==> config.mk <==
export PLATFORM = sky130hd
export DESIGN_NAME = bwo_interp
export DESIGN_NICKNAME = d
export VERILOG_FILES = /design/src/sv/bwo_pkg.sv /design/src/sv/bwo_interp.sv
export SDC_FILE = /design/constraint.sdc
export NUM_CORES = 1
export LEC_CHECK = 0
export ABC_CLOCK_PERIOD_IN_PS = 22100
export BUFFER_PORTS_ARGS = -buffer_cell sky130_fd_sc_hd__buf_4
export CORE_ASPECT_RATIO = 0.6
export CORE_UTILIZATION = 61
export CTS_CLUSTER_DIAMETER = 30
export DETAILED_ROUTE_END_ITERATION = 10
export PLACE_DENSITY = 0.79
export SLEW_MARGIN = 20
export SYNTH_ARGS = -nofsm -noshare
export SYNTH_HDL_FRONTEND = slang
export SYNTH_SLANG_ARGS = --single-unit
==> constraint.sdc <==
create_clock -name i_clk -period 22.1 [get_ports i_clk]
set_input_delay 2.21 -clock i_clk [delete_from_list [all_inputs] [get_ports i_clk]]
set_output_delay 2.21 -clock i_clk [all_outputs]
set_load 0.02 [all_outputs]
==> src/sv/bwo_pkg.sv <==
`timescale 1ns / 1ps
`default_nettype none
package bwo_pkg;

    localparam int TABLE_SIZE  = 2048;
    localparam int BAND_COUNT  = 117;
    localparam int SAMPLE_BITS = 16;
    localparam int NOTE_COUNT  = 117;
    localparam int BANK_COUNT  = 4;
    localparam int BAND_LIMIT  = (BAND_COUNT < NOTE_COUNT) ? BAND_COUNT : NOTE_COUNT;

    localparam int IDX_W   = $clog2(TABLE_SIZE);
    localparam int FRAC_W  = 16;
    localparam int PHASE_W = IDX_W + FRAC_W;
    localparam int BAND_W  = 7;
    localparam int BANK_W  = $clog2(BANK_COUNT);
    localparam int FREQ_W  = 24;
    localparam int SCALE_W = 32;
    localparam int PROD_W  = FREQ_W + SCALE_W;
    localparam int PV_W    = 17;
    localparam int REQ_W   = 2;
    localparam int IP_W    = SAMPLE_BITS + 1 + FRAC_W + 1;

    // tables split in even and odd entries so both neighbors are read in the same cycle
    localparam int HALF_AW    = BANK_W + BAND_W + IDX_W - 1;
    localparam int HALF_DEPTH = 2 ** HALF_AW;

    localparam int OUTQ_DEPTH = 8;
    localparam int OUTQ_AW    = $clog2(OUTQ_DEPTH);
    localparam int OUTQ_CW    = $clog2(OUTQ_DEPTH + 1);

    localparam logic [SCALE_W-1:0] SCALE_RESET = 32'd715828;
    localparam logic [PV_W-1:0]    PHASE_ONE   = 17'd65536;

    localparam logic [REQ_W-1:0] REQ_SAMPLE      = 2'd0;
    localparam logic [REQ_W-1:0] REQ_TABLE_WRITE = 2'd1;
    localparam logic [REQ_W-1:0] REQ_SET_PHASE   = 2'd2;

    localparam int CFG_IDX_W = 1;
    localparam logic [CFG_IDX_W-1:0] CFG_WAVEFORM_SELECT = 1'd0;
    localparam logic [CFG_IDX_W-1:0] CFG_PHASE_SCALE     = 1'd1;

    // note frequencies in 1/256 Hz, rounded up
    localparam logic [FREQ_W-1:0] NOTE_Q8_CEIL [NOTE_COUNT] = '{
        4187, 4435, 4699, 4979, 5275, 5588, 5920, 6272, 6645, 7040,
        7459, 7903, 8373, 8870, 9398, 9957, 10549, 11176, 11840, 12544,
        13290, 14080, 14918, 15805, 16745, 17740, 18795, 19913, 21097, 22351,
        23680, 25088, 26580, 28160, 29835, 31609, 33489, 35480, 37590, 39825,
        42193, 44702, 47360, 50176, 53160, 56320, 59669, 63218, 66977, 70959,
        75179, 79649, 84385, 89403, 94719, 100351, 106319, 112640, 119338, 126435,
        133953, 141918, 150357, 159298, 168770, 178805, 189438, 200702, 212636, 225280,
        238676, 252869, 267905, 283836, 300713, 318595, 337539, 357610, 378875, 401404,
        425272, 450560, 477352, 505737, 535810, 567671, 601426, 637189, 675078, 715220,
        757749, 802807, 850544, 901120, 954704, 1011473, 1071619, 1135340, 1202851,
        1274377, 1350155, 1430439, 1515498, 1605614, 1701088, 1802240, 1909407,
        2022946, 2143237, 2270680, 2405702, 2548753, 2700309, 2860878, 3030995,
        3211227, 3402176
    };

    typedef struct packed {
        logic [REQ_W-1:0]              req_type;
        logic [FREQ_W-1:0]             frequency_q8;
        logic [BANK_W-1:0]             bank_index;
        logic [BAND_W-1:0]             band_index;
        logic [IDX_W-1:0]              entry_index;
        logic signed [SAMPLE_BITS-1:0] table_value;
        logic [PV_W-1:0]               phase_value;
    } t_req_item;

    typedef struct packed {
        logic                          we;
        logic                          odd;
        logic [HALF_AW-1:0]            addr;
        logic signed [SAMPLE_BITS-1:0] data;
    } t_tbl_wr;

    typedef struct packed {
        logic              vld;
        logic              bv;
        logic              odd;
        logic [FRAC_W-1:0] frac;
    } t_rd_tag;

    typedef struct packed {
        logic                          vld;
        logic signed [SAMPLE_BITS-1:0] sample;
        logic                          band_selected;
    } t_result;

endpackage
`default_nettype wire

==> src/sv/bwo_interp.sv <==
`timescale 1ns / 1ps
`default_nettype none
module bwo_interp (
    input  wire logic                                 i_clk,
    input  wire logic                                 i_rst_n,
    input  wire bwo_pkg::t_rd_tag                     i_tag,
    input  wire logic signed [bwo_pkg::SAMPLE_BITS-1:0] i_rd_even,
    input  wire logic signed [bwo_pkg::SAMPLE_BITS-1:0] i_rd_odd,
    output bwo_pkg::t_result                          o_res
);
    import bwo_pkg::*;

    logic signed [SAMPLE_BITS-1:0] v0;
    logic signed [SAMPLE_BITS-1:0] v1;
    logic signed [SAMPLE_BITS:0]   diff;
    logic signed [IP_W-1:0]        n_prod;

    logic                          r_c_vld;
    logic                          r_c_bv;
    logic signed [IP_W-1:0]        r_c_prod;
    logic signed [SAMPLE_BITS-1:0] r_c_v0;

    logic signed [IP_W:0]          rnd;
    logic signed [IP_W:0]          shf;

    assign v0     = i_tag.odd ? i_rd_odd : i_rd_even;
    assign v1     = i_tag.odd ? i_rd_even : i_rd_odd;
    assign diff   = (SAMPLE_BITS + 1)'(v1) - (SAMPLE_BITS + 1)'(v0);
    assign n_prod = IP_W'(diff) * $signed({1'b0, i_tag.frac});

    always_ff @(posedge i_clk) begin
        if (!i_rst_n) begin
            r_c_vld <= 1'b0;
        end else begin
            r_c_vld <= i_tag.vld;
        end
    end

    always_ff @(posedge i_clk) begin
        r_c_bv   <= i_tag.bv;
        r_c_prod <= n_prod;
        r_c_v0   <= v0;
    end

    // round half up, then floor through the arithmetic shift
    assign rnd = (IP_W + 1)'(r_c_prod) + (IP_W + 1)'(1 << (FRAC_W - 1));
    assign shf = rnd >>> FRAC_W;

    always_comb begin
        o_res.vld           = r_c_vld;
        o_res.band_selected = r_c_bv;
        o_res.sample        = r_c_bv ? (r_c_v0 + shf[SAMPLE_BITS-1:0]) : '0;
    end
endmodule
`default_nettype wire

==> metrics <==
Layout Area Growth over Synthesis 6.68%; Die H 118 um; Synth warnings 0; DR WL/cell 18.3 um; Port-buffer cells 70; Worst Tran Pin Value 1.02 ns; global-route wire length before repair 56,700 um; register area share after synthesis 0.0515; final period utilization 0.512; Post-synth EDFFs 0; area taken by flip-flops and latches 701 sq um; FILL cells 1,738; Net Count, Synth 2,012; min cycle time layout 11.31 ns; H-tree depth 2; Worst setup SP type input pin; final setup violation count 0; clk slew on worst S/H paths 0.06 ns; Post-CTS Setup Repair Bufs 0; final net count 2,029; area occupied by multi-input gates 0.0113 sq mm; gr ovfl total 0; CTS tree done; most frequent cells in the layout inv_1 (371), fa_1 (261), nand2_1 (165), ha_1 (115), and2_1 (112); kind of critical path input pin to register; Crit path required time 22.32 ns; via count 10,800; Post-synth ARST share 0; largest net degree at the start of global routing 42; vias per cell 5.76; Worst slew margin 0.319; TNS Setup 0 ns; Top FF cell, synth dfxtp_1; hpwl dp 28,300 um; worst min path class input pin to register; Gate Count Post-Synth 1,583; final core occ 0.677; Max Cap Violations 0; Final Max Tran Viols 0; highest clock rate 88.4 MHz; vias in the first global route 11,100; initial antenna violation count 0; commonest non-fill, non-tap cell in the layout inv_1; Max stage delay cell, worst path nor2_2; CTS Hold Bufs 0; worst setup margin 10.79 ns; CP arrival 11.53 ns; Core Region 0.0214 sq mm; most used cell, CP fa_1; Antenna Violating Nets Remaining 0; TritonCTS Buffers 5; CP max stage delay 0.75 ns; post-synthesis register bit count 35; routability cong. 0.922; DRT Pass-1 Iters 6; Synth Area per Inst 8.60 sq um; Placement Setup Slack 10.70 ns; fin area 0.0145 sq mm; RSZ-0062 raised after global routing false; CP Max Fanout 34; synthesized cell area 0.0136 sq mm; crit end category register; Resize count post-CTS 0; GRT Total Usage 0.317; row count 41; Initial Utilization 0.635; initial DRC count 1,152; share of cells above drive strength 1 0.0818; WL final 34,400 um; Hold Fails Final Rpt 0; status completed; clk sinks 35; root buf cell clkbuf_16; total die area 0.0229 sq mm; io pins 71; Post-DP Area 0.0143 sq mm; clock buffer depth 2; library cells used by synthesis 62; DRC 0; die width 195 um
metrics by stage:
step	std cells	hold slack (ns)
final	1881	2.03
after global routing	1880	2.01
after CTS	1880	2.02
after detailed placement	1872	2.32
after global placement	1872	2.31
after floorplan	1583	2.24
logic make-up after synthesis:
logic type | Yosys count | synth area share
AOI/OAI and AO/OA | 141 | 0.0820
xor gates and xnor gates | 69 | 0.0444
adders and majority gates | 376 | 0.490
buffers and inverters | 444 | 0.124
DFF | 35 | 0.0515
muxes | 36 | 0.0280
and+or+nand+nor | 482 | 0.181
sequential cells by signal (all words and copies together) (netlist names):
register,cells
r_c_bv,1
r_c_prod,17
r_c_vld,1
r_c_v0,16
worst max-delay path: cells and delay by family:
| kind | cells | cell delay [ns] |
|---|---|---|
| fa+ha+maj | 8 | 3.87 |
| buf+inv | 5 | 0.62 |
| simple gates | 6 | 2.32 |
| mux | 1 | 0.39 |
| compound gates | 8 | 1.91 |
| xor+xnor | 1 | 0.16 |
per-layer routing:
metal / global-route usage / vias to the layer above / routed length, um
li1: - / 4918 / -
met1: 0.481 / 5286 / 15800
met2: 0.454 / 560 / 13900
met3: 0.0862 / 68 / 4110
met4: 0.0605 / 0 / 598
met5: 0 / - / 0
final timing paths:
kind / depth (start not counted) / start / end / slack, ns
setup / recovery: 29 / i_tag[16] / r_c_prod[30] / 10.79
hold / removal: 1 / i_tag[17] / r_c_bv / 2.03
cells in the mapped netlist, types with 10 or more instances:
| library cell | number | share of area |
|---|---|---|
| inv_1 | 371 | 0.10 |
| fa_1 | 261 | 0.38 |
| nand2_1 | 165 | 0.046 |
| ha_1 | 115 | 0.11 |
| and2_1 | 112 | 0.051 |
| clkbuf_1 | 64 | 0.018 |
| xnor2_1 | 52 | 0.033 |
| nand3_1 | 43 | 0.016 |
| dfxtp_1 | 35 | 0.051 |
| nor2_1 | 33 | 0.0091 |
| nor3_1 | 31 | 0.011 |
| a21oi_1 | 28 | 0.010 |
| nor2b_1 | 26 | 0.012 |
| o21ai_0 | 23 | 0.0085 |
| and3_1 | 21 | 0.0097 |
| mux2i_1 | 19 | 0.014 |
| or3_1 | 19 | 0.0087 |
| mux2_2 | 17 | 0.014 |
| xor2_1 | 17 | 0.011 |
| o311ai_0 | 16 | 0.010 |
| a21o_1 | 10 | 0.0055 |
| o21a_1 | 10 | 0.0055 |
cell type report:
cell class                      instances  area share
Inverter                              372      0.0962
Sequential cell                        35      0.0483
Timing Repair Buffer                   82      0.0424
Multi-Input combinational cell       1104       0.777
Clock buffer                            6     0.00956
Antenna cell                            1    0.000172
Tap cell                              279      0.0240
Clock inverter                          2     0.00267
Power is not shown: default switching activity piles up to over one toggle a cycle in this logic, so the estimate is an artifact.
