## src/sv/bwo_pkg.sv

```systemverilog
`timescale 1ns / 1ps
`default_nettype none
package bwo_pkg;

    localparam int TABLE_SIZE  = 2048;
    localparam int BAND_COUNT  = 117;
    localparam int SAMPLE_BITS = 16;
    localparam int NOTE_COUNT  = 117;
    localparam int BANK_COUNT  = 4;
    localparam int BAND_LIMIT  = (BAND_COUNT < NOTE_COUNT) ? BAND_COUNT : NOTE_COUNT;

    localparam int IDX_W   = $clog2(TABLE_SIZE);
    localparam int FRAC_W  = 16;
    localparam int PHASE_W = IDX_W + FRAC_W;
    localparam int BAND_W  = 7;
    localparam int BANK_W  = $clog2(BANK_COUNT);
    localparam int FREQ_W  = 24;
    localparam int SCALE_W = 32;
    localparam int PROD_W  = FREQ_W + SCALE_W;
    localparam int PV_W    = 17;
    localparam int REQ_W   = 2;
    localparam int IP_W    = SAMPLE_BITS + 1 + FRAC_W + 1;

    // tables split in even and odd entries so both neighbors are read in the same cycle
    localparam int HALF_AW    = BANK_W + BAND_W + IDX_W - 1;
    localparam int HALF_DEPTH = 2 ** HALF_AW;

    localparam int OUTQ_DEPTH = 8;
    localparam int OUTQ_AW    = $clog2(OUTQ_DEPTH);
    localparam int OUTQ_CW    = $clog2(OUTQ_DEPTH + 1);

    localparam logic [SCALE_W-1:0] SCALE_RESET = 32'd715828;
    localparam logic [PV_W-1:0]    PHASE_ONE   = 17'd65536;

    localparam logic [REQ_W-1:0] REQ_SAMPLE      = 2'd0;
    localparam logic [REQ_W-1:0] REQ_TABLE_WRITE = 2'd1;
    localparam logic [REQ_W-1:0] REQ_SET_PHASE   = 2'd2;

    localparam int CFG_IDX_W = 1;
    localparam logic [CFG_IDX_W-1:0] CFG_WAVEFORM_SELECT = 1'd0;
    localparam logic [CFG_IDX_W-1:0] CFG_PHASE_SCALE     = 1'd1;

    // note frequencies in 1/256 Hz, rounded up
    localparam logic [FREQ_W-1:0] NOTE_Q8_CEIL [NOTE_COUNT] = '{
        4187, 4435, 4699, 4979, 5275, 5588, 5920, 6272, 6645, 7040,
        7459, 7903, 8373, 8870, 9398, 9957, 10549, 11176, 11840, 12544,
        13290, 14080, 14918, 15805, 16745, 17740, 18795, 19913, 21097, 22351,
        23680, 25088, 26580, 28160, 29835, 31609, 33489, 35480, 37590, 39825,
        42193, 44702, 47360, 50176, 53160, 56320, 59669, 63218, 66977, 70959,
        75179, 79649, 84385, 89403, 94719, 100351, 106319, 112640, 119338, 126435,
        133953, 141918, 150357, 159298, 168770, 178805, 189438, 200702, 212636, 225280,
        238676, 252869, 267905, 283836, 300713, 318595, 337539, 357610, 378875, 401404,
        425272, 450560, 477352, 505737, 535810, 567671, 601426, 637189, 675078, 715220,
        757749, 802807, 850544, 901120, 954704, 1011473, 1071619, 1135340, 1202851,
        1274377, 1350155, 1430439, 1515498, 1605614, 1701088, 1802240, 1909407,
        2022946, 2143237, 2270680, 2405702, 2548753, 2700309, 2860878, 3030995,
        3211227, 3402176
    };

    typedef struct packed {
        logic [REQ_W-1:0]              req_type;
        logic [FREQ_W-1:0]             frequency_q8;
        logic [BANK_W-1:0]             bank_index;
        logic [BAND_W-1:0]             band_index;
        logic [IDX_W-1:0]              entry_index;
        logic signed [SAMPLE_BITS-1:0] table_value;
        logic [PV_W-1:0]               phase_value;
    } t_req_item;

    typedef struct packed {
        logic                          we;
        logic                          odd;
        logic [HALF_AW-1:0]            addr;
        logic signed [SAMPLE_BITS-1:0] data;
    } t_tbl_wr;

    typedef struct packed {
        logic              vld;
        logic              bv;
        logic              odd;
        logic [FRAC_W-1:0] frac;
    } t_rd_tag;

    typedef struct packed {
        logic                          vld;
        logic signed [SAMPLE_BITS-1:0] sample;
        logic                          band_selected;
    } t_result;

endpackage
`default_nettype wire

```

## src/sv/bwo_ctrl.sv

```systemverilog
`timescale 1ns / 1ps
`default_nettype none
module bwo_ctrl (
    input  wire logic                             i_clk,
    input  wire logic                             i_rst_n,
    input  wire logic                             i_cfg_we,
    input  wire logic [bwo_pkg::CFG_IDX_W-1:0]    i_cfg_idx,
    input  wire logic [bwo_pkg::SCALE_W-1:0]      i_cfg_data,
    input  wire logic                             i_acc,
    input  wire bwo_pkg::t_req_item               i_req,
    output bwo_pkg::t_tbl_wr                      o_wr,
    output logic [bwo_pkg::HALF_AW-1:0]           o_raddr_even,
    output logic [bwo_pkg::HALF_AW-1:0]           o_raddr_odd,
    output bwo_pkg::t_rd_tag                      o_tag
);
    import bwo_pkg::*;

    logic [BANK_W-1:0]  r_wsel;
    logic [SCALE_W-1:0] r_scale;
    logic [FREQ_W-1:0]  r_last_freq;
    logic               r_band_valid;

    // front stage, registered at the input transfer
    logic                  r_a_smp;
    logic                  r_a_new;
    logic                  r_a_bv;
    logic                  r_a_set;
    logic [PROD_W-1:0]     r_a_prod;
    logic [BAND_LIMIT-1:0] r_a_cmp;
    logic [PHASE_W-1:0]    r_a_setv;

    // oscillator state
    logic [PHASE_W-1:0] r_phase;
    logic [PHASE_W-1:0] n_phase;
    logic [PHASE_W-1:0] r_step;
    logic [BAND_W-1:0]  r_band;
    t_rd_tag            r_tag;

    logic                  is_smp;
    logic                  new_freq;
    logic                  set_ok;
    logic [BAND_LIMIT-1:0] n_cmp;
    logic [PHASE_W-1:0]    n_setv;
    logic [BAND_W-1:0]     band_sel;
    logic [BAND_W-1:0]     band_k;
    logic [PHASE_W-1:0]    step_sat;
    logic [PHASE_W-1:0]    step_k;
    logic [IDX_W-1:0]      i0;
    logic [IDX_W-1:0]      i1;

    assign is_smp   = i_acc && (i_req.req_type == REQ_SAMPLE);
    assign new_freq = is_smp && (i_req.frequency_q8 != '0)
                      && (i_req.frequency_q8 != r_last_freq);
    assign set_ok   = i_req.phase_value <= PHASE_ONE;
    assign n_setv   = PHASE_W'((PV_W + IDX_W)'(i_req.phase_value)
                               * (PV_W + IDX_W)'(TABLE_SIZE - 1));

    always_comb begin
        for (int i = 0; i < BAND_LIMIT; i++) begin
            n_cmp[i] = i_req.frequency_q8 <= NOTE_Q8_CEIL[i];
        end
    end

    // table writes go straight to the memories at the transfer edge
    always_comb begin
        o_wr.we   = i_acc && (i_req.req_type == REQ_TABLE_WRITE)
                    && ((BAND_W + 1)'(i_req.band_index) < (BAND_W + 1)'(BAND_COUNT))
                    && ((IDX_W + 1)'(i_req.entry_index) < (IDX_W + 1)'(TABLE_SIZE));
        o_wr.odd  = i_req.entry_index[0];
        o_wr.addr = {i_req.bank_index, i_req.band_index, i_req.entry_index[IDX_W-1:1]};
        o_wr.data = i_req.table_value;
    end

    always_ff @(posedge i_clk) begin
        if (!i_rst_n) begin
            r_wsel       <= '0;
            r_scale      <= SCALE_RESET;
            r_last_freq  <= '0;
            r_band_valid <= 1'b0;
        end else begin
            if (i_cfg_we && (i_cfg_idx == CFG_WAVEFORM_SELECT)) begin
                r_wsel <= i_cfg_data[BANK_W-1:0];
            end
            if (i_cfg_we && (i_cfg_idx == CFG_PHASE_SCALE)) begin
                r_scale     <= i_cfg_data;
                r_last_freq <= '0;
            end else if (new_freq) begin
                r_last_freq <= i_req.frequency_q8;
            end
            if (new_freq) begin
                r_band_valid <= 1'b1;
            end
        end
    end

    always_ff @(posedge i_clk) begin
        if (!i_rst_n) begin
            r_a_smp <= 1'b0;
            r_a_new <= 1'b0;
            r_a_bv  <= 1'b0;
            r_a_set <= 1'b0;
        end else begin
            r_a_smp <= is_smp;
            r_a_new <= new_freq;
            r_a_bv  <= r_band_valid || new_freq;
            r_a_set <= i_acc && (i_req.req_type == REQ_SET_PHASE) && set_ok;
        end
    end

    always_ff @(posedge i_clk) begin
        if (i_acc) begin
            r_a_prod <= PROD_W'(i_req.frequency_q8) * PROD_W'(r_scale);
            r_a_cmp  <= n_cmp;
            r_a_setv <= n_setv;
        end
    end

    // thresholds rise with the index, so the lowest set compare wins
    always_comb begin
        band_sel = BAND_W'(BAND_LIMIT - 1);
        for (int i = BAND_LIMIT - 1; i >= 0; i--) begin
            if (r_a_cmp[i]) begin
                band_sel = BAND_W'(i);
            end
        end
    end

    assign step_sat = (r_a_prod[PROD_W-1:PHASE_W+16] != '0) ? '1
                      : r_a_prod[PHASE_W+15:16];
    assign step_k   = r_a_new ? step_sat : r_step;
    assign band_k   = r_a_new ? band_sel : r_band;

    assign i0 = r_phase[PHASE_W-1:FRAC_W];
    assign i1 = i0 + 1'b1;

    assign o_raddr_odd  = {r_wsel, band_k, i0[IDX_W-1:1]};
    assign o_raddr_even = {r_wsel, band_k, (i0[0] ? i1[IDX_W-1:1] : i0[IDX_W-1:1])};

    always_comb begin
        n_phase = r_phase;
        if (r_a_set) begin
            n_phase = r_a_setv;
        end else if (r_a_smp && r_a_bv) begin
            n_phase = r_phase + step_k;
        end
    end

    always_ff @(posedge i_clk) begin
        if (!i_rst_n) begin
            r_phase   <= '0;
            r_step    <= '0;
            r_band    <= '0;
            r_tag.vld <= 1'b0;
        end else begin
            r_phase   <= n_phase;
            r_step    <= step_k;
            r_band    <= band_k;
            r_tag.vld <= r_a_smp;
        end
        r_tag.bv   <= r_a_bv;
        r_tag.odd  <= i0[0];
        r_tag.frac <= r_phase[FRAC_W-1:0];
    end

    assign o_tag = r_tag;
endmodule
`default_nettype wire

```

## config.mk

```make
export PLATFORM = sky130hd
export DESIGN_NAME = bwo_ctrl
export DESIGN_NICKNAME = d
export VERILOG_FILES = /design/src/sv/bwo_pkg.sv /design/src/sv/bwo_ctrl.sv
export SDC_FILE = /design/constraint.sdc
export NUM_CORES = 2
export LEC_CHECK = 0
export BUFFER_PORTS_ARGS = -buffer_cell sky130_fd_sc_hd__buf_2
export CAP_MARGIN = 20
export CORE_UTILIZATION = 65
export CTS_CLUSTER_DIAMETER = 60
export DETAILED_ROUTE_END_ITERATION = 12
export PLACE_DENSITY = 0.85
export SYNTH_ARGS = -nofsm -noshare
export SYNTH_HDL_FRONTEND = slang
export SYNTH_SLANG_ARGS = --single-unit
```

## constraint.sdc

```tcl
create_clock -name i_clk -period 12.4 [get_ports i_clk]
set_input_delay 2.48 -clock i_clk [delete_from_list [all_inputs] [get_ports i_clk]]
set_output_delay 2.48 -clock i_clk [all_outputs]
set_load 0.01 [all_outputs]
```

==> run summary <==
reg2reg path depth -> 25
Final Critical Period -> 10.17 ns
share of cells above drive strength 1 -> 0.0707
crit path max-delay cell type -> a2111oi_0
Hold EP -> o_tag[17]
RSZ-0062 raised after global routing -> no
CP arrival -> 10.49 ns
Post-CTS Setup Repair Bufs -> 0
Post-CTS Resized -> 0
Max-cap violations -> 0
CTS Buf Count -> 42
Worst VDD drop -> 0.572 mV
clock root cell -> clkbuf_16
Worst-Margin Slew -> 1.22 ns
commonest non-fill, non-tap cells in the layout -> inv_1, nand2_1, fa_1
final worst setup slack -> 2.23 ns
Yosys Warn Count -> 0
sequential area share after synthesis -> 0.180
clk slew on worst S/H paths -> 0.06 ns
dpl ws -> 1.98 ns
die height -> 269 um
final core occ -> 0.700
post-synthesis register bit count -> 326
Worst Setup Start Kind -> input port
Slew HR -> 0.173
I/O pin cnt -> 210
kind of critical path -> input port to register
Post-synth EDFFs -> 183
Period Utilization, post-route -> 0.820
Final ANT Viol Nets -> 0
top_reg_cell synth -> edfxtp_1
core area -> 70300 um2
reg2reg end -> r_a_prod[45]
Post-Syn Area -> 46300 um2
DR DRC count -> 0
gpl congestion -> 1.14
Post-Syn Area per Cell -> 8.77 um2
Req. time, crit path -> 12.71 ns
Leak -> 22.7 nW
initial antenna violation count -> 9
buffer depth of the longest clock path -> 3
Placement Rows -> 97
Die Wd -> 269 um
Layout Skew -> 0.0674 ns
GRT Util Overall -> 0.493
Clock Latency Late Sink -> 0.63 ns
area share of the largest cell type after synthesis -> 0.329
CP max stage delay -> 0.76 ns
Yosys top cell by area -> fa_1
H-tree lvl count -> 2
HPWL Detailed -> 131000 um
first-pass GRT wire length -> 259000 um
clock sinks -> 326
final hold violation count -> 0
GR Overflow Total -> 0
launch point of the worst reg-to-reg path -> r_scale[17]
post-synth cell types -> 82
syn nets -> 6428
Cells after Synth -> 5278
number of max-slew violations in the final report -> 0
Largest delay share family, worst path -> adder cells
fmax -> 98.3 MHz
Final setup viols -> 0
DR vias -> 41100
CTS hold repair buffers -> 0
min-delay worst type -> register to register
CP Max Fanout -> 31
most common cell after layout, fill and taps aside -> inv_1
largest net degree at the start of global routing -> 65
most frequent CP cell -> fa_1
# port buffers -> 151
share of synthesized registers carrying an async set or reset -> 0
outcome -> finished, final reports clean
Nets -> 6406
setup TNS -> 0 ns
DR iter-0 viols -> 5647
hold path startpoint -> r_a_bv
Total Wirelength -> 175000 um
flop2flop setup slack -> 3.98 ns
vias in the first global route -> 42300
main area contributors after synthesis -> fa_1, edfxtp_1, ha_1
Layout area overhead -> 6.22%
depth of the worst hold-timing path -> 0
DR vias/cell -> 6.59
power density of the placed cells -> 276 nW/um2
CTS tree -> yes
Starting Density -> 0.659
routed len/inst -> 28.1 um
die area -> 72300 um2
Crit path buffers/inverters -> 7
Pre-Repair DR Iteration Count -> 10
Setup crit end kind -> register
[metrics by stage]
step	instance area, um2	cells	hold slack (ns)	total power (W)
2_1_floorplan	46300	5278	0.343	0.00923
3_3_place_gp	47700	6148	0.363	0.0116
3_5_place_dp	47700	6148	0.359	0.0120
4_1_cts	49100	6225	0.361	0.0134
5_1_grt	49200	6234	0.374	0.0147
6_report	49200	6236	0.367	0.0136
[final cells by class]
| type | count | area, um2 |
|---|---|---|
| antenna | 7 | 17.5 |
| inverter | 824 | 3090 |
| tap | 940 | 1180 |
| fill | 5240 | 21100 |
| clock buffer | 58 | 1160 |
| clock inverter | 19 | 265 |
| multi-input combinational | 3789 | 33400 |
| sequential | 326 | 8360 |
| timing repair buffer | 273 | 1720 |
[cell families after synthesis]
family                   share of synthesized area
flip-flops                                   0.180
adder cells (fa/ha/maj)                      0.403
AO/OA/AOI/OAI                                0.104
buffers and inverters                       0.0988
multiplexers                               0.00584
AND/OR/NAND/NOR                              0.188
XOR/XNOR                                    0.0195
[sequential cells by signal (all words and copies together) (netlist names)]
signal and count:
r_a_new 1, r_step 27, r_last_freq 24, r_a_set 1, r_band 7, o_tag 19, r_a_smp 1, r_a_setv 27
r_scale 32, r_phase 27, r_a_prod 40, r_a_bv 1, r_band_valid 1, r_wsel 2, r_a_cmp 116
[Yosys cell counts (55+ instances only)]
library cell / n
inv_1: 822
nand2_1: 814
fa_1: 762
nor2_1: 311
and2_1: 286
ha_1: 272
clkbuf_1: 257
a21oi_1: 247
edfxtp_1: 183
o21ai_0: 171
dfxtp_1: 143
nor3_1: 89
nand3_1: 87
xnor2_1: 68
buf_4: 55
[worst register-to-register path, cell delays in order (launching register included)]
cell       delay (ns)
dfxtp_1          0.88
buf_4            0.41
nand2_1          0.12
fa_1             0.50
inv_1            0.05
fa_1             0.47
inv_1            0.05
fa_1             0.49
inv_1            0.05
fa_1             0.49
fa_1             0.56
inv_1            0.06
fa_1             0.54
inv_1            0.06
fa_1             0.48
ha_1             0.35
o21ai_0          0.13
a21oi_1          0.14
a2111oi_0        0.76
or3_1            0.25
o211ai_4         0.15
o31ai_1          0.40
a21boi_1         0.17
a21oi_1          0.29
o21bai_1         0.13
xor2_1           0.16
[report_power, final]
part           switching (W)  leakage, nW  total (W)  internal (W)
registers          0.0000861         2.92    0.00188       0.00180
clock network       0.000516        0.679    0.00125      0.000731
logic                0.00629         19.1     0.0105       0.00417
total                0.00689         22.7     0.0136       0.00670
[worst max path at each step]
stage / start / endpoint / slack (ns) / cells after the start
4_1_cts: i_req[63] / r_a_prod[55] / 2.43 / 26
3_3_place_gp: i_req[64] / r_a_prod[55] / 2.08 / 25
5_1_grt: i_req[59] / r_a_prod[45] / 1.98 / 24
3_5_place_dp: i_req[64] / r_a_prod[55] / 1.98 / 26
6_report: i_req[63] / r_a_prod[45] / 2.23 / 26
2_1_floorplan: i_req[66] / r_a_prod[55] / 2.22 / 29
[layer usage]
| metal | up-vias | global-route usage | routed length [um] |
|---|---|---|---|
| met4 | 12 | 0.320 | 13900 |
| met3 | 982 | 0.190 | 26000 |
| met2 | 3185 | 0.722 | 74400 |
| met1 | 20100 | 0.609 | 60600 |
| met5 | - | 0.0128 | 245 |
| li1 | 16800 | - | - |
No activity file was read; power rests on OpenSTA's default activity.
