[src/sv/bwo_pkg.sv]
`timescale 1ns / 1ps
`default_nettype none
package bwo_pkg;

    localparam int TABLE_SIZE  = 2048;
    localparam int BAND_COUNT  = 117;
    localparam int SAMPLE_BITS = 16;
    localparam int NOTE_COUNT  = 117;
    localparam int BANK_COUNT  = 4;
    localparam int BAND_LIMIT  = (BAND_COUNT < NOTE_COUNT) ? BAND_COUNT : NOTE_COUNT;

    localparam int IDX_W   = $clog2(TABLE_SIZE);
    localparam int FRAC_W  = 16;
    localparam int PHASE_W = IDX_W + FRAC_W;
    localparam int BAND_W  = 7;
    localparam int BANK_W  = $clog2(BANK_COUNT);
    localparam int FREQ_W  = 24;
    localparam int SCALE_W = 32;
    localparam int PROD_W  = FREQ_W + SCALE_W;
    localparam int PV_W    = 17;
    localparam int REQ_W   = 2;
    localparam int IP_W    = SAMPLE_BITS + 1 + FRAC_W + 1;

    // tables split in even and odd entries so both neighbors are read in the same cycle
    localparam int HALF_AW    = BANK_W + BAND_W + IDX_W - 1;
    localparam int HALF_DEPTH = 2 ** HALF_AW;

    localparam int OUTQ_DEPTH = 8;
    localparam int OUTQ_AW    = $clog2(OUTQ_DEPTH);
    localparam int OUTQ_CW    = $clog2(OUTQ_DEPTH + 1);

    localparam logic [SCALE_W-1:0] SCALE_RESET = 32'd715828;
    localparam logic [PV_W-1:0]    PHASE_ONE   = 17'd65536;

    localparam logic [REQ_W-1:0] REQ_SAMPLE      = 2'd0;
    localparam logic [REQ_W-1:0] REQ_TABLE_WRITE = 2'd1;
    localparam logic [REQ_W-1:0] REQ_SET_PHASE   = 2'd2;

    localparam int CFG_IDX_W = 1;
    localparam logic [CFG_IDX_W-1:0] CFG_WAVEFORM_SELECT = 1'd0;
    localparam logic [CFG_IDX_W-1:0] CFG_PHASE_SCALE     = 1'd1;

    // note frequencies in 1/256 Hz, rounded up
    localparam logic [FREQ_W-1:0] NOTE_Q8_CEIL [NOTE_COUNT] = '{
        4187, 4435, 4699, 4979, 5275, 5588, 5920, 6272, 6645, 7040,
        7459, 7903, 8373, 8870, 9398, 9957, 10549, 11176, 11840, 12544,
        13290, 14080, 14918, 15805, 16745, 17740, 18795, 19913, 21097, 22351,
        23680, 25088, 26580, 28160, 29835, 31609, 33489, 35480, 37590, 39825,
        42193, 44702, 47360, 50176, 53160, 56320, 59669, 63218, 66977, 70959,
        75179, 79649, 84385, 89403, 94719, 100351, 106319, 112640, 119338, 126435,
        133953, 141918, 150357, 159298, 168770, 178805, 189438, 200702, 212636, 225280,
        238676, 252869, 267905, 283836, 300713, 318595, 337539, 357610, 378875, 401404,
        425272, 450560, 477352, 505737, 535810, 567671, 601426, 637189, 675078, 715220,
        757749, 802807, 850544, 901120, 954704, 1011473, 1071619, 1135340, 1202851,
        1274377, 1350155, 1430439, 1515498, 1605614, 1701088, 1802240, 1909407,
        2022946, 2143237, 2270680, 2405702, 2548753, 2700309, 2860878, 3030995,
        3211227, 3402176
    };

    typedef struct packed {
        logic [REQ_W-1:0]              req_type;
        logic [FREQ_W-1:0]             frequency_q8;
        logic [BANK_W-1:0]             bank_index;
        logic [BAND_W-1:0]             band_index;
        logic [IDX_W-1:0]              entry_index;
        logic signed [SAMPLE_BITS-1:0] table_value;
        logic [PV_W-1:0]               phase_value;
    } t_req_item;

    typedef struct packed {
        logic                          we;
        logic                          odd;
        logic [HALF_AW-1:0]            addr;
        logic signed [SAMPLE_BITS-1:0] data;
    } t_tbl_wr;

    typedef struct packed {
        logic              vld;
        logic              bv;
        logic              odd;
        logic [FRAC_W-1:0] frac;
    } t_rd_tag;

    typedef struct packed {
        logic                          vld;
        logic signed [SAMPLE_BITS-1:0] sample;
        logic                          band_selected;
    } t_result;

endpackage
`default_nettype wire

[src/sv/bwo_outq.sv]
`timescale 1ns / 1ps
`default_nettype none
module bwo_outq (
    input  wire logic                        i_clk,
    input  wire logic                        i_rst_n,
    input  wire logic                        i_acc_smp,
    input  wire bwo_pkg::t_result            i_push,
    input  wire logic                        i_pop,
    output logic                             o_room,
    output logic                             o_valid,
    output logic signed [bwo_pkg::SAMPLE_BITS-1:0] o_sample,
    output logic                             o_band_sel
);
    import bwo_pkg::*;

    logic [SAMPLE_BITS:0] r_mem [OUTQ_DEPTH];
    logic [OUTQ_AW-1:0]   r_wp;
    logic [OUTQ_AW-1:0]   r_rp;
    logic [OUTQ_CW-1:0]   r_cnt;
    logic [OUTQ_CW-1:0]   r_pend;

    // r_pend counts sample requests taken in whose result has not left yet,
    // so the queue can never overflow
    always_ff @(posedge i_clk) begin
        if (!i_rst_n) begin
            r_wp   <= '0;
            r_rp   <= '0;
            r_cnt  <= '0;
            r_pend <= '0;
        end else begin
            if (i_push.vld) begin
                r_wp <= r_wp + 1'b1;
            end
            if (i_pop) begin
                r_rp <= r_rp + 1'b1;
            end
            r_cnt  <= r_cnt + OUTQ_CW'(i_push.vld) - OUTQ_CW'(i_pop);
            r_pend <= r_pend + OUTQ_CW'(i_acc_smp) - OUTQ_CW'(i_pop);
        end
    end

    always_ff @(posedge i_clk) begin
        if (i_push.vld) begin
            r_mem[r_wp] <= {i_push.band_selected, i_push.sample};
        end
    end

    assign o_room     = r_pend < OUTQ_CW'(OUTQ_DEPTH);
    assign o_valid    = r_cnt != '0;
    assign o_sample   = r_mem[r_rp][SAMPLE_BITS-1:0];
    assign o_band_sel = r_mem[r_rp][SAMPLE_BITS];

    a_no_overflow: assert property (@(posedge i_clk) disable iff (!i_rst_n)
        (i_push.vld && !i_pop) |-> (r_cnt < OUTQ_CW'(OUTQ_DEPTH)))
        else $error("result queue overflow");

    a_cnt_le_pend: assert property (@(posedge i_clk) disable iff (!i_rst_n)
        r_cnt <= r_pend)
        else $error("queued results exceed outstanding requests");

    a_pend_bound: assert property (@(posedge i_clk) disable iff (!i_rst_n)
        r_pend <= OUTQ_CW'(OUTQ_DEPTH))
        else $error("too many sample requests in flight");
endmodule
`default_nettype wire

[config.mk]
export PLATFORM = sky130hd
export DESIGN_NAME = bwo_outq
export DESIGN_NICKNAME = d
export VERILOG_FILES = /design/src/sv/bwo_pkg.sv /design/src/sv/bwo_outq.sv
export SDC_FILE = /design/constraint.sdc
export NUM_CORES = 1
export LEC_CHECK = 0
export ABC_AREA = 1
export BUFFER_PORTS_ARGS = -buffer_cell sky130_fd_sc_hd__buf_2
export CAP_MARGIN = 10
export CORE_ASPECT_RATIO = 1.5
export CORE_UTILIZATION = 39
export DETAILED_ROUTE_END_ITERATION = 10
export SLEW_MARGIN = 10
export SYNTH_ARGS = -nofsm -noshare
export SYNTH_HDL_FRONTEND = slang
export SYNTH_SLANG_ARGS = --single-unit
[constraint.sdc]
create_clock -name i_clk -period 2.25 [get_ports i_clk]
set_input_delay 0.1125 -clock i_clk [delete_from_list [all_inputs] [get_ports i_clk]]
set_output_delay 0.1125 -clock i_clk [all_outputs]
set_load 0.05 [all_outputs]
==> results of run 1 <==
synthesized netlist by cell type, drive strengths merged:
cell type | count | share of area, %
edfxtp | 136 | 60
a21oi | 8 | 0.59
fa | 2 | 0.59
inv | 161 | 8.9
clkinv | 1 | 0.055
nand3 | 72 | 5.3
or2 | 3 | 0.28
ha | 11 | 2.0
xnor2 | 2 | 0.26
dfxtp | 17 | 5.0
o21ai | 4 | 0.29
clkbuf | 4 | 0.22
nand2 | 241 | 13
nor2 | 17 | 0.94
buf | 22 | 2.1
worst reg2reg max path: stages, from the launching register on:
cell	delay (ns)
dfxtp_1	0.31
inv_1	0.04
ha_1	0.25
inv_1	0.05
ha_1	0.15
inv_1	0.05
fa_1	0.37
o21ai_0	0.18
a21oi_1	0.05
metal layers:
metal  vias up  track usage [%]
met1      2099            19.41
met3        28            4.110
li1       2313                -
met4         0            6.606
met2        91            29.76
met5         -                0
flip-flops by register name, summed over array words and instances (netlist names), named ones only:
signal  flops
r_mem     136
r_cnt       4
r_pend      4
r_rp        3
r_wp        3
cell type report:
type,instances,area (µm²),share of cell area (%)
flip-flops and latches,153,4425,54.89
multi-input cells,360,1623,20.13
inverters,162,608.1,7.542
repair buffers,77,575.6,7.138
clock inverters,15,142.6,1.769
well taps,210,262.8,3.259
clock buffers,17,425.4,5.276
report_power, final:
| part | switching [mW] | internal [mW] |
|---|---|---|
| clock | 1.16 | 1.54 |
| combinational | 0.801 | 0.364 |
| sequential | 0.0416 | 3.21 |
kinds of logic (layout without fill, tap and decap cells):
logic type | Yosys count | in the layout | share of synthesized area, %
AOI/OAI and AO/OA | 12 | 12 | 0.8840
adders and majority gates | 13 | 13 | 2.615
buffers and inverters | 188 | 271 | 11.29
and+or+nand+nor | 333 | 333 | 19.83
xor gates and xnor gates | 2 | 2 | 0.2579
DFF | 153 | 153 | 65.12
metrics by stage:
step	instance area, µm²	total power, mW	worst slack, ns	hold slack (ns)
6_report	8063	7.112	0.2252	0.009296
4_1_cts	8063	7.170	0.2248	0.002932
2_1_floorplan	6794	4.163	0.4655	0.2114
3_5_place_dp	7305	4.457	0.6885	0.3873
5_1_grt	8063	7.421	0.1482	0.004604
3_3_place_gp	7305	4.444	0.7126	0.3863
repair_timing:
item                                   CTS  global route
hold buffers                            19             0
endpoints found under the hold margin  132             0
setup buffers                            0             0
worst max path at each step:
| stage | slack (ns) | to | depth (start not counted) | start |
|---|---|---|---|---|
| CTS | 0.22 | o_sample[3] | 8 | flop |
| finish | 0.23 | o_sample[3] | 8 | flop |
| global route | 0.15 | o_sample[4] | 8 | flop |
| global placement | 0.71 | o_sample[2] | 8 | flop |
| floorplan | 0.47 | r_mem[0][0] | 2 | r_wp[0] |
| detailed placement | 0.69 | r_pend[2] | 8 | r_pend[0] |
==> impl_summary.txt, run 1 <==
----------------------------------------------------
[Outcome]
  Status ... finished, final reports clean

[Die]
  Chip height ... 163.7 µm
  IO Count ... 41
  Core Region ... 16910 µm²
  Initial core utilization ... 40.18%
  Number of placement rows ... 58
  Die area ... 17960 µm²
  Width of the die ... between 100 and 150 µm

[Critical path]
  Endpoint of the most critical register-to-register path ... r_pend[2]
  Number of buffers and inverters on the critical path ... 3
  Most frequent cell on the critical path ... nand2_1
  Critical Path, Cell by Cell ... inv_2, buf_12, nand2_1, nand3_1, nand2_1, nand2_1, nand2_1, buf_2
  Critical path launch point type ... flop
  Crit path DAT ... 1.91 ns
  Delay of the slowest cell on the worst path ... 0.34 ns
  Max Fanout on Critical Path ... 29
  Dominant delay contributor by cell family on the critical path ... buffers and inverters
  Kind of end point of the critical path ... output pin
  Slowest cell on the critical path ... dfxtp_2
  Reg2reg path depth ... 8
  Critical path class ... reg2out
  Flop-to-flop setup slack ... 0.69 ns
  Reg2Reg Launch Point ... r_pend[0]
  Critical path required time ... ~2.1 ns

[Timing]
  Achievable clock frequency ... a little under 0.5 GHz
  Setup repair after global routing missed its margin ... false
  Clock period minus worst slack ... 2.025 ns
  Post-route fraction of the period consumed by the critical path ... 89.99%
  Worst clock skew ... 0.009716 ns
  Slew margin rel. ... 70.71%
  Final hold viol count ... 0
  Number of slew-limit violations in the final report ... 0
  Slew at the pin with the worst max-slew slack ... around 0.44 ns
  Final setup violating endpoints ... 0
  Total negative slack ... 0 ns

[Detailed routing]
  Wl on met1 ... 5.726 mm
  DR vias/cell ... 4.558
  DR WL met3 ... 549 µm
  Starting DRC count in detailed routing ... 220
  Total Wirelength ... approximately 14 mm
  ANT nets after route ... 0
  Average wire per standard cell ... 13.82 µm
  First-pass detailed-route iteration total ... 7
  DRC violations left ... 0
  Overall via count from detail_route ... 4531
  Highest metal layer used by the detailed router ... met4
  Routed met2 length ... 7.151 mm

[Global route]
  Leftover overflow at the end of global routing ... 0
  Gr usage total ... roughly 17%
  Wire length of the first global-routing pass ... 22.11 mm
  Number of antenna violations at the first check in global routing ... 0
  Maximum number of pins on one net before global-route repair ... 69
  Via count of the first global-routing pass ... 4436

[Clock tree]
  Clock sink total ... about 150
  Worst-path clk slew ... 0.07 ns
  Root buf cell ... clkbuf_16
  Post-cts repair resize count ... 0
  Bufs on Longest Clock Path ... 2
  H-tree levels ... 4
  TritonCTS buffer count ... 17
  Clock tree from TritonCTS ... built
  Worst skew pair latency ... 0.42 ns

[Worst hold path]
  Worst Hold End ... r_cnt[0]
  Hold Path Stages ... 3
  Min-delay worst type ... in2reg
  Min-delay src ... i_rst_n

[Run]
  Max_cap viols ... 0

[Yosys]
  Yosys warnings ... 0
  Sequential-to-total area share from yosys stat ... 65.12%
  Combined area of all synthesized cells ... 6794 µm²
  Post-synth cell types ... 19
  Mapped Nets ... 736
  Avg Cell Area, Syn ... 9.692 µm²
  Gate Count Post-Synth ... 701
  #FFs+latches synth ... 153

[Layout]
  Most common library cell in the layout ignoring fill and taps ... nand2_1
  Number of antenna repair diodes ... 0
  Fill cell total of the finished layout ... approximately 1600
  Total Nets Final ... 806
  Final Core Density ... between 40% and 50%
  Most used cells in the layout excluding fill and tap cells ... nand2_1, inv_1, edfxtp_1, nand3_1, buf_2
  Post-Layout Cell Count ... 994
  Layout overhead on the synthesized area ... 18.67%
  Share of layout cells above drive strength 1 ... 13.14%

[Power and ir drop]
  Peak VDD IR ... 0.5161 mV
  Total leakage power ... 3.736 nW
  Power per cell area ... 882.1 nW/µm²

[Place]
  Number of buffers inserted by port buffering ... 40
  GPL Wtd Cong ... 0.7242
  Cell count after placement ... 943
  HPWL reported at the end of detailed placement ... 8.343 mm

----------------------------------------------------
No activity file was read; power rests on OpenSTA's default activity.
==> run 2, diff against run 1 <==
--- a/config.mk
+++ b/config.mk
@@ -6,5 +6,5 @@
 export NUM_CORES = 1
 export LEC_CHECK = 0
-export ABC_AREA = 1
+export ABC_AREA = 0
 export BUFFER_PORTS_ARGS = -buffer_cell sky130_fd_sc_hd__buf_2
 export CAP_MARGIN = 10
==> constraint.sdc (replaced) <==
create_clock -name i_clk -period 2.25 [get_ports i_clk]
set_input_delay 0.1125 -clock i_clk [delete_from_list [all_inputs] [get_ports i_clk]]
set_output_delay 0.1125 -clock i_clk [all_outputs]
set_load 0.005 [all_outputs]
==> impl_summary.txt, run 2 <==
----------------------------------------------------
[Layout]
  Most common library cell in the layout ignoring fill and taps ... edfxtp_1 (was nand2_1)
  Total Nets Final ... 405 (was 806)
  Largest reg by FF count ... r_mem (unchanged)
  Most used cells in the layout excluding fill and tap cells ... edfxtp_1, buf_2, mux4_1, dlygate4sd3_1 (was nand2_1, inv_1, edfxtp_1, nand3_1, buf_2)
  Largest regs ... r_mem: 136 flops, r_cnt: 4 flops, r_pend: 4 flops (unchanged)
  Number of antenna repair diodes ... 0 (unchanged)
  Layout overhead on the synthesized area ... 20.85% (was 18.67%)
  Share of layout cells above drive strength 1 ... 30.10% (was 13.14%)
  Number of flip-flops under the largest register name ... 136 (unchanged)
  Final instance area ... 7303 µm² (was 8063 µm²)

[Global route]
  Gr usage total ... 14.23% (was 16.89%)
  Wire length of the first global-routing pass ... 16.72 mm (was 22.11 mm)
  Via count of the first global-routing pass ... 3041 (was 4436)
  Number of antenna violations at the first check in global routing ... 0 (unchanged)
  Maximum number of pins on one net before global-route repair ... 35 (was 69)
  Leftover overflow at the end of global routing ... 0 (unchanged)

[Timing]
  Total negative slack ... 0 ns (unchanged)
  Number of slew-limit violations in the final report ... 0 (unchanged)
  Final hold viol count ... 0 (unchanged)
  Clock period minus worst slack ... 2.092 ns (was 2.025 ns)
  Worst clock skew ... 0.005555 ns (was 0.009716 ns)
  Slew at the pin with the worst max-slew slack ... 0.3499 ns (was 0.4387 ns)
  Post-route fraction of the period consumed by the critical path ... 93.00% (was 89.99%)
  Setup repair after global routing missed its margin ... false (unchanged)
  Achievable clock frequency ... 0.4779 GHz (was 0.4939 GHz)
  Worst Hold Slack ... 0.02629 ns (was 0.009296 ns)
  Slew margin rel. ... 76.65% (was 70.71%)
  Setup WS post-layout ... 0.1576 ns (was 0.2252 ns)
  Final setup violating endpoints ... 0 (unchanged)

[Clock tree]
  Worst-path clk slew ... 0.06 ns (was 0.07 ns)
  TritonCTS buffer count ... 17 (unchanged)
  Clock tree from TritonCTS ... built (unchanged)
  Clock sink total ... 153 (unchanged)
  H-tree levels ... 4 (unchanged)
  Root buf cell ... clkbuf_16 (unchanged)
  Bufs on Longest Clock Path ... 2 (unchanged)
  Worst skew pair latency ... 0.41 ns (was 0.42 ns)

[Power and ir drop]
  Net Sw Frac ... 23.73% (was 28.16%)
  Part of the total power dissipated in sequential elements ... 49.4% (was 45.7%)
  Clk network pwr share ... 39.7% (was 38.0%)
  Total leakage power ... 2.535 nW (was 3.736 nW)
  Sw power ... 1.570 mW (was 2.003 mW)
  Overall power ... 6.616 mW (was 7.112 mW)
  Power per cell area ... 905.9 nW/µm² (was 882.1 nW/µm²)
  Int Power ... 5.046 mW (was 5.110 mW)
  Peak VDD IR ... 0.5544 mV (was 0.5161 mV)
  Logic gate share of total power ... 11.0% (was 16.4%)

[Critical path]
  Number of buffers and inverters on the critical path ... 2 (was 3)
  Max Fanout on Critical Path ... 18 (was 29)
  Slowest cell on the critical path ... mux4_1 (was dfxtp_2)
  Critical path required time ... 2.14 ns (about the same)
  Crit path DAT ... 1.98 ns (was 1.91 ns)
  Delay of the slowest cell on the worst path ... 0.57 ns (was 0.34 ns)
  Dominant delay contributor by cell family on the critical path ... multiplexers (was buffers and inverters)
  Critical path launch point type ... flop (unchanged)
  Critical path class ... reg2out (unchanged)
  Kind of end point of the critical path ... output pin (unchanged)
  Critical Path, Cell by Cell ... buf_12, mux4_1, mux2_2, buf_2 (was inv_2, buf_12, nand2_1, nand3_1, nand2_1, nand2_1, nand2_1, buf_2)

[Yosys]
  Synth Flop Type ... edfxtp_1 (unchanged)
  Gate Count Post-Synth ... 290 (was 701)
  Combined area of all synthesized cells ... 6043 µm² (was 6794 µm²)
  Most common cell in the synthesized netlist ... edfxtp_1 (was nand2_1)
  Most instantiated cells after synthesis ... edfxtp_1, mux4_1, dfxtp_1, mux2_2, nor2_1 (was nand2_1, inv_1, edfxtp_1)
  Leading area contributor after synthesis ... edfxtp_1 (unchanged)
  Sequential-to-total area share from yosys stat ... 73.21% (was 65.12%)
  Share of flip-flops with an asynchronous set or reset ... 0% (unchanged)
  Yosys warnings ... 0 (unchanged)
  #FFs+latches synth ... 153 (unchanged)
  Compound-cell area share of the yosys netlist ... 0.3727% (was 0.8840%)
  Post-synth EDFFs ... 136 (unchanged)
  Post-synth cell types ... 23 (was 19)
  Mux contribution to synthesized area ... 17.83% (was 0%)
  Adder-Cell Fraction of Synth Area ... 2.940% (was 2.615%)
  Synthesized-area fraction occupied by and/or/nand/nor cells ... 2.567% (was 19.83%)
  Portion of synthesized cell area occupied by the leading cell type ... 67.58% (was 60.11%)
  Synth top area cells ... edfxtp_1, mux4_1, dfxtp_1 (was edfxtp_1, nand2_1, inv_1)
  Dominant combinational cell family by area after synthesis ... multiplexers (was simple AND/OR/NAND/NOR gates)
  Mapped Nets ... 325 (was 736)
  XOR/XNOR Fraction of Synth Area ... 1.014% (was 0.2578%)
  Avg Cell Area, Syn ... 20.84 µm² (was 9.692 µm²)

[Detailed routing]
  DR WL met3 ... 332 µm (was 549 µm)
  Starting DRC count in detailed routing ... 117 (was 220)
  DR vias/cell ... 4.945 (was 4.558)
  DRC violations left ... 0 (unchanged)
  Routed met2 length ... 5.713 mm (was 7.151 mm)
  ANT nets after route ... 0 (unchanged)
  Overall via count from detail_route ... 2873 (was 4531)
  Highest metal layer used by the detailed router ... met4 (unchanged)
  Total Wirelength ... 10.48 mm (was 13.73 mm)
  First-pass detailed-route iteration total ... 4 (was 7)
  Average wire per standard cell ... 18.03 µm (was 13.82 µm)
  Wl on met1 ... 4.314 mm (was 5.726 mm)

[Die]
  Die area ... 16010 µm² (was 17960 µm²)
  Chip height ... 154.5 µm (was 163.7 µm)
  Initial core utilization ... 39.92% (was 40.18%)
  Width of the die ... 103.6 µm (was 109.8 µm)
  IO Count ... 41 (unchanged)
  Core Region ... 15140 µm² (was 16910 µm²)
  Number of placement rows ... 55 (was 58)

[Place]
  Worst setup slack after placement ... 0.3437 ns (was 0.6885 ns)
  GPL Wtd Cong ... 0.7341 (was 0.7242)
  HPWL reported at the end of detailed placement ... 6.015 mm (was 8.343 mm)
  Number of buffers inserted by port buffering ... 40 (unchanged)
  Cell area after placement ... 6546 µm² (was 7305 µm²)

[Worst hold path]
  Min-delay worst type ... in2reg (unchanged)

[Run]
  Max_cap viols ... 0 (unchanged)

[Outcome]
  Status ... finished, final reports clean (unchanged)

----------------------------------------------------
## run 2: cell types whose count changed after synthesis, moves of 5 or more
| cell | previous run | this run |
|---|---|---|
| nand3_1 | 72 | 3 |
| inv_1 | 159 | 14 |
| mux4_2 | 0 | 10 |
| a21oi_1 | 8 | 3 |
| mux4_1 | 0 | 24 |
| mux2_2 | 0 | 17 |
| buf_2 | 13 | 1 |
| nand2_1 | 241 | 5 |
## run 2: path summary, 6_finish.rpt
check | start | cells after the start | slack, ns | to
worst min register to register | r_rp[2] | 2 | 0.53 | flop
worst min-delay path | i_acc_smp | 3 | 0.03 | r_pend[0]
worst max register to register | r_cnt[0] | 7 | 0.64 | r_cnt[2]
worst max-delay path | flop | 4 | 0.16 | o_sample[13]
## run 2: metrics by stage
stage,instances,util [%]
after floorplan,290,-
after global placement,530,43.24
after detailed placement,530,43.24
after CTS,579,48.14
after global routing,581,48.24
final,581,48.24
## run 2: kinds of logic (layout without fill, tap and decap cells)
group / count (synthesis) / after routing
flip-flops: 153 / 153
multiplexers: 54 / 54
AND/OR/NAND/NOR: 34 / 34
buffers and inverters: 25 / 117
adder cells (fa/ha/maj): 13 / 13
XOR/XNOR: 7 / 7
AO/OA/AOI/OAI: 4 / 4
## run 2: layout make-up
class                   count  area [µm²]
fillers                  1290        7836
flip-flops and latches    153        4428
multi-input cells         112        1504
repair buffers             72       510.5
clock buffers              17       425.4
well taps                 199       249.0
clock inverters            14       133.9
inverters                  14       52.55
## run 2: metal layers
layer	GRT usage [%]	vias to the layer above
met5	0	-
met4	4.348	0
met3	3.413	10
met2	26.11	55
met1	16.33	1475
li1	-	1333
## run 2: power by group through the flow
stage          combinational, mW  sequential, mW  clock [mW]
3_5_place_dp               0.708            3.33           0
5_1_grt                    0.825            3.28        2.79
6_report                   0.727            3.27        2.62
3_3_place_gp               0.676            3.33           0
2_1_floorplan              0.487            3.31           0
4_1_cts                    0.737            3.27        2.70
## run 2: worst register-to-register path: stages, from the launching register on
cell	delay, ns
dfxtp_1	0.32
inv_1	0.06
ha_1	0.27
inv_1	0.04
ha_1	0.20
fa_1	0.39
xnor2_1	0.16
nor2_1	0.05
## run 2: repair_timing
item	4_1_cts	5_1_grt
cloned	0	0
hold buffers	18	0
hold endpoints to repair	140	0
setup buffers	0	2
endpoints found under the setup margin	13	12
gates resized for setup	1	0
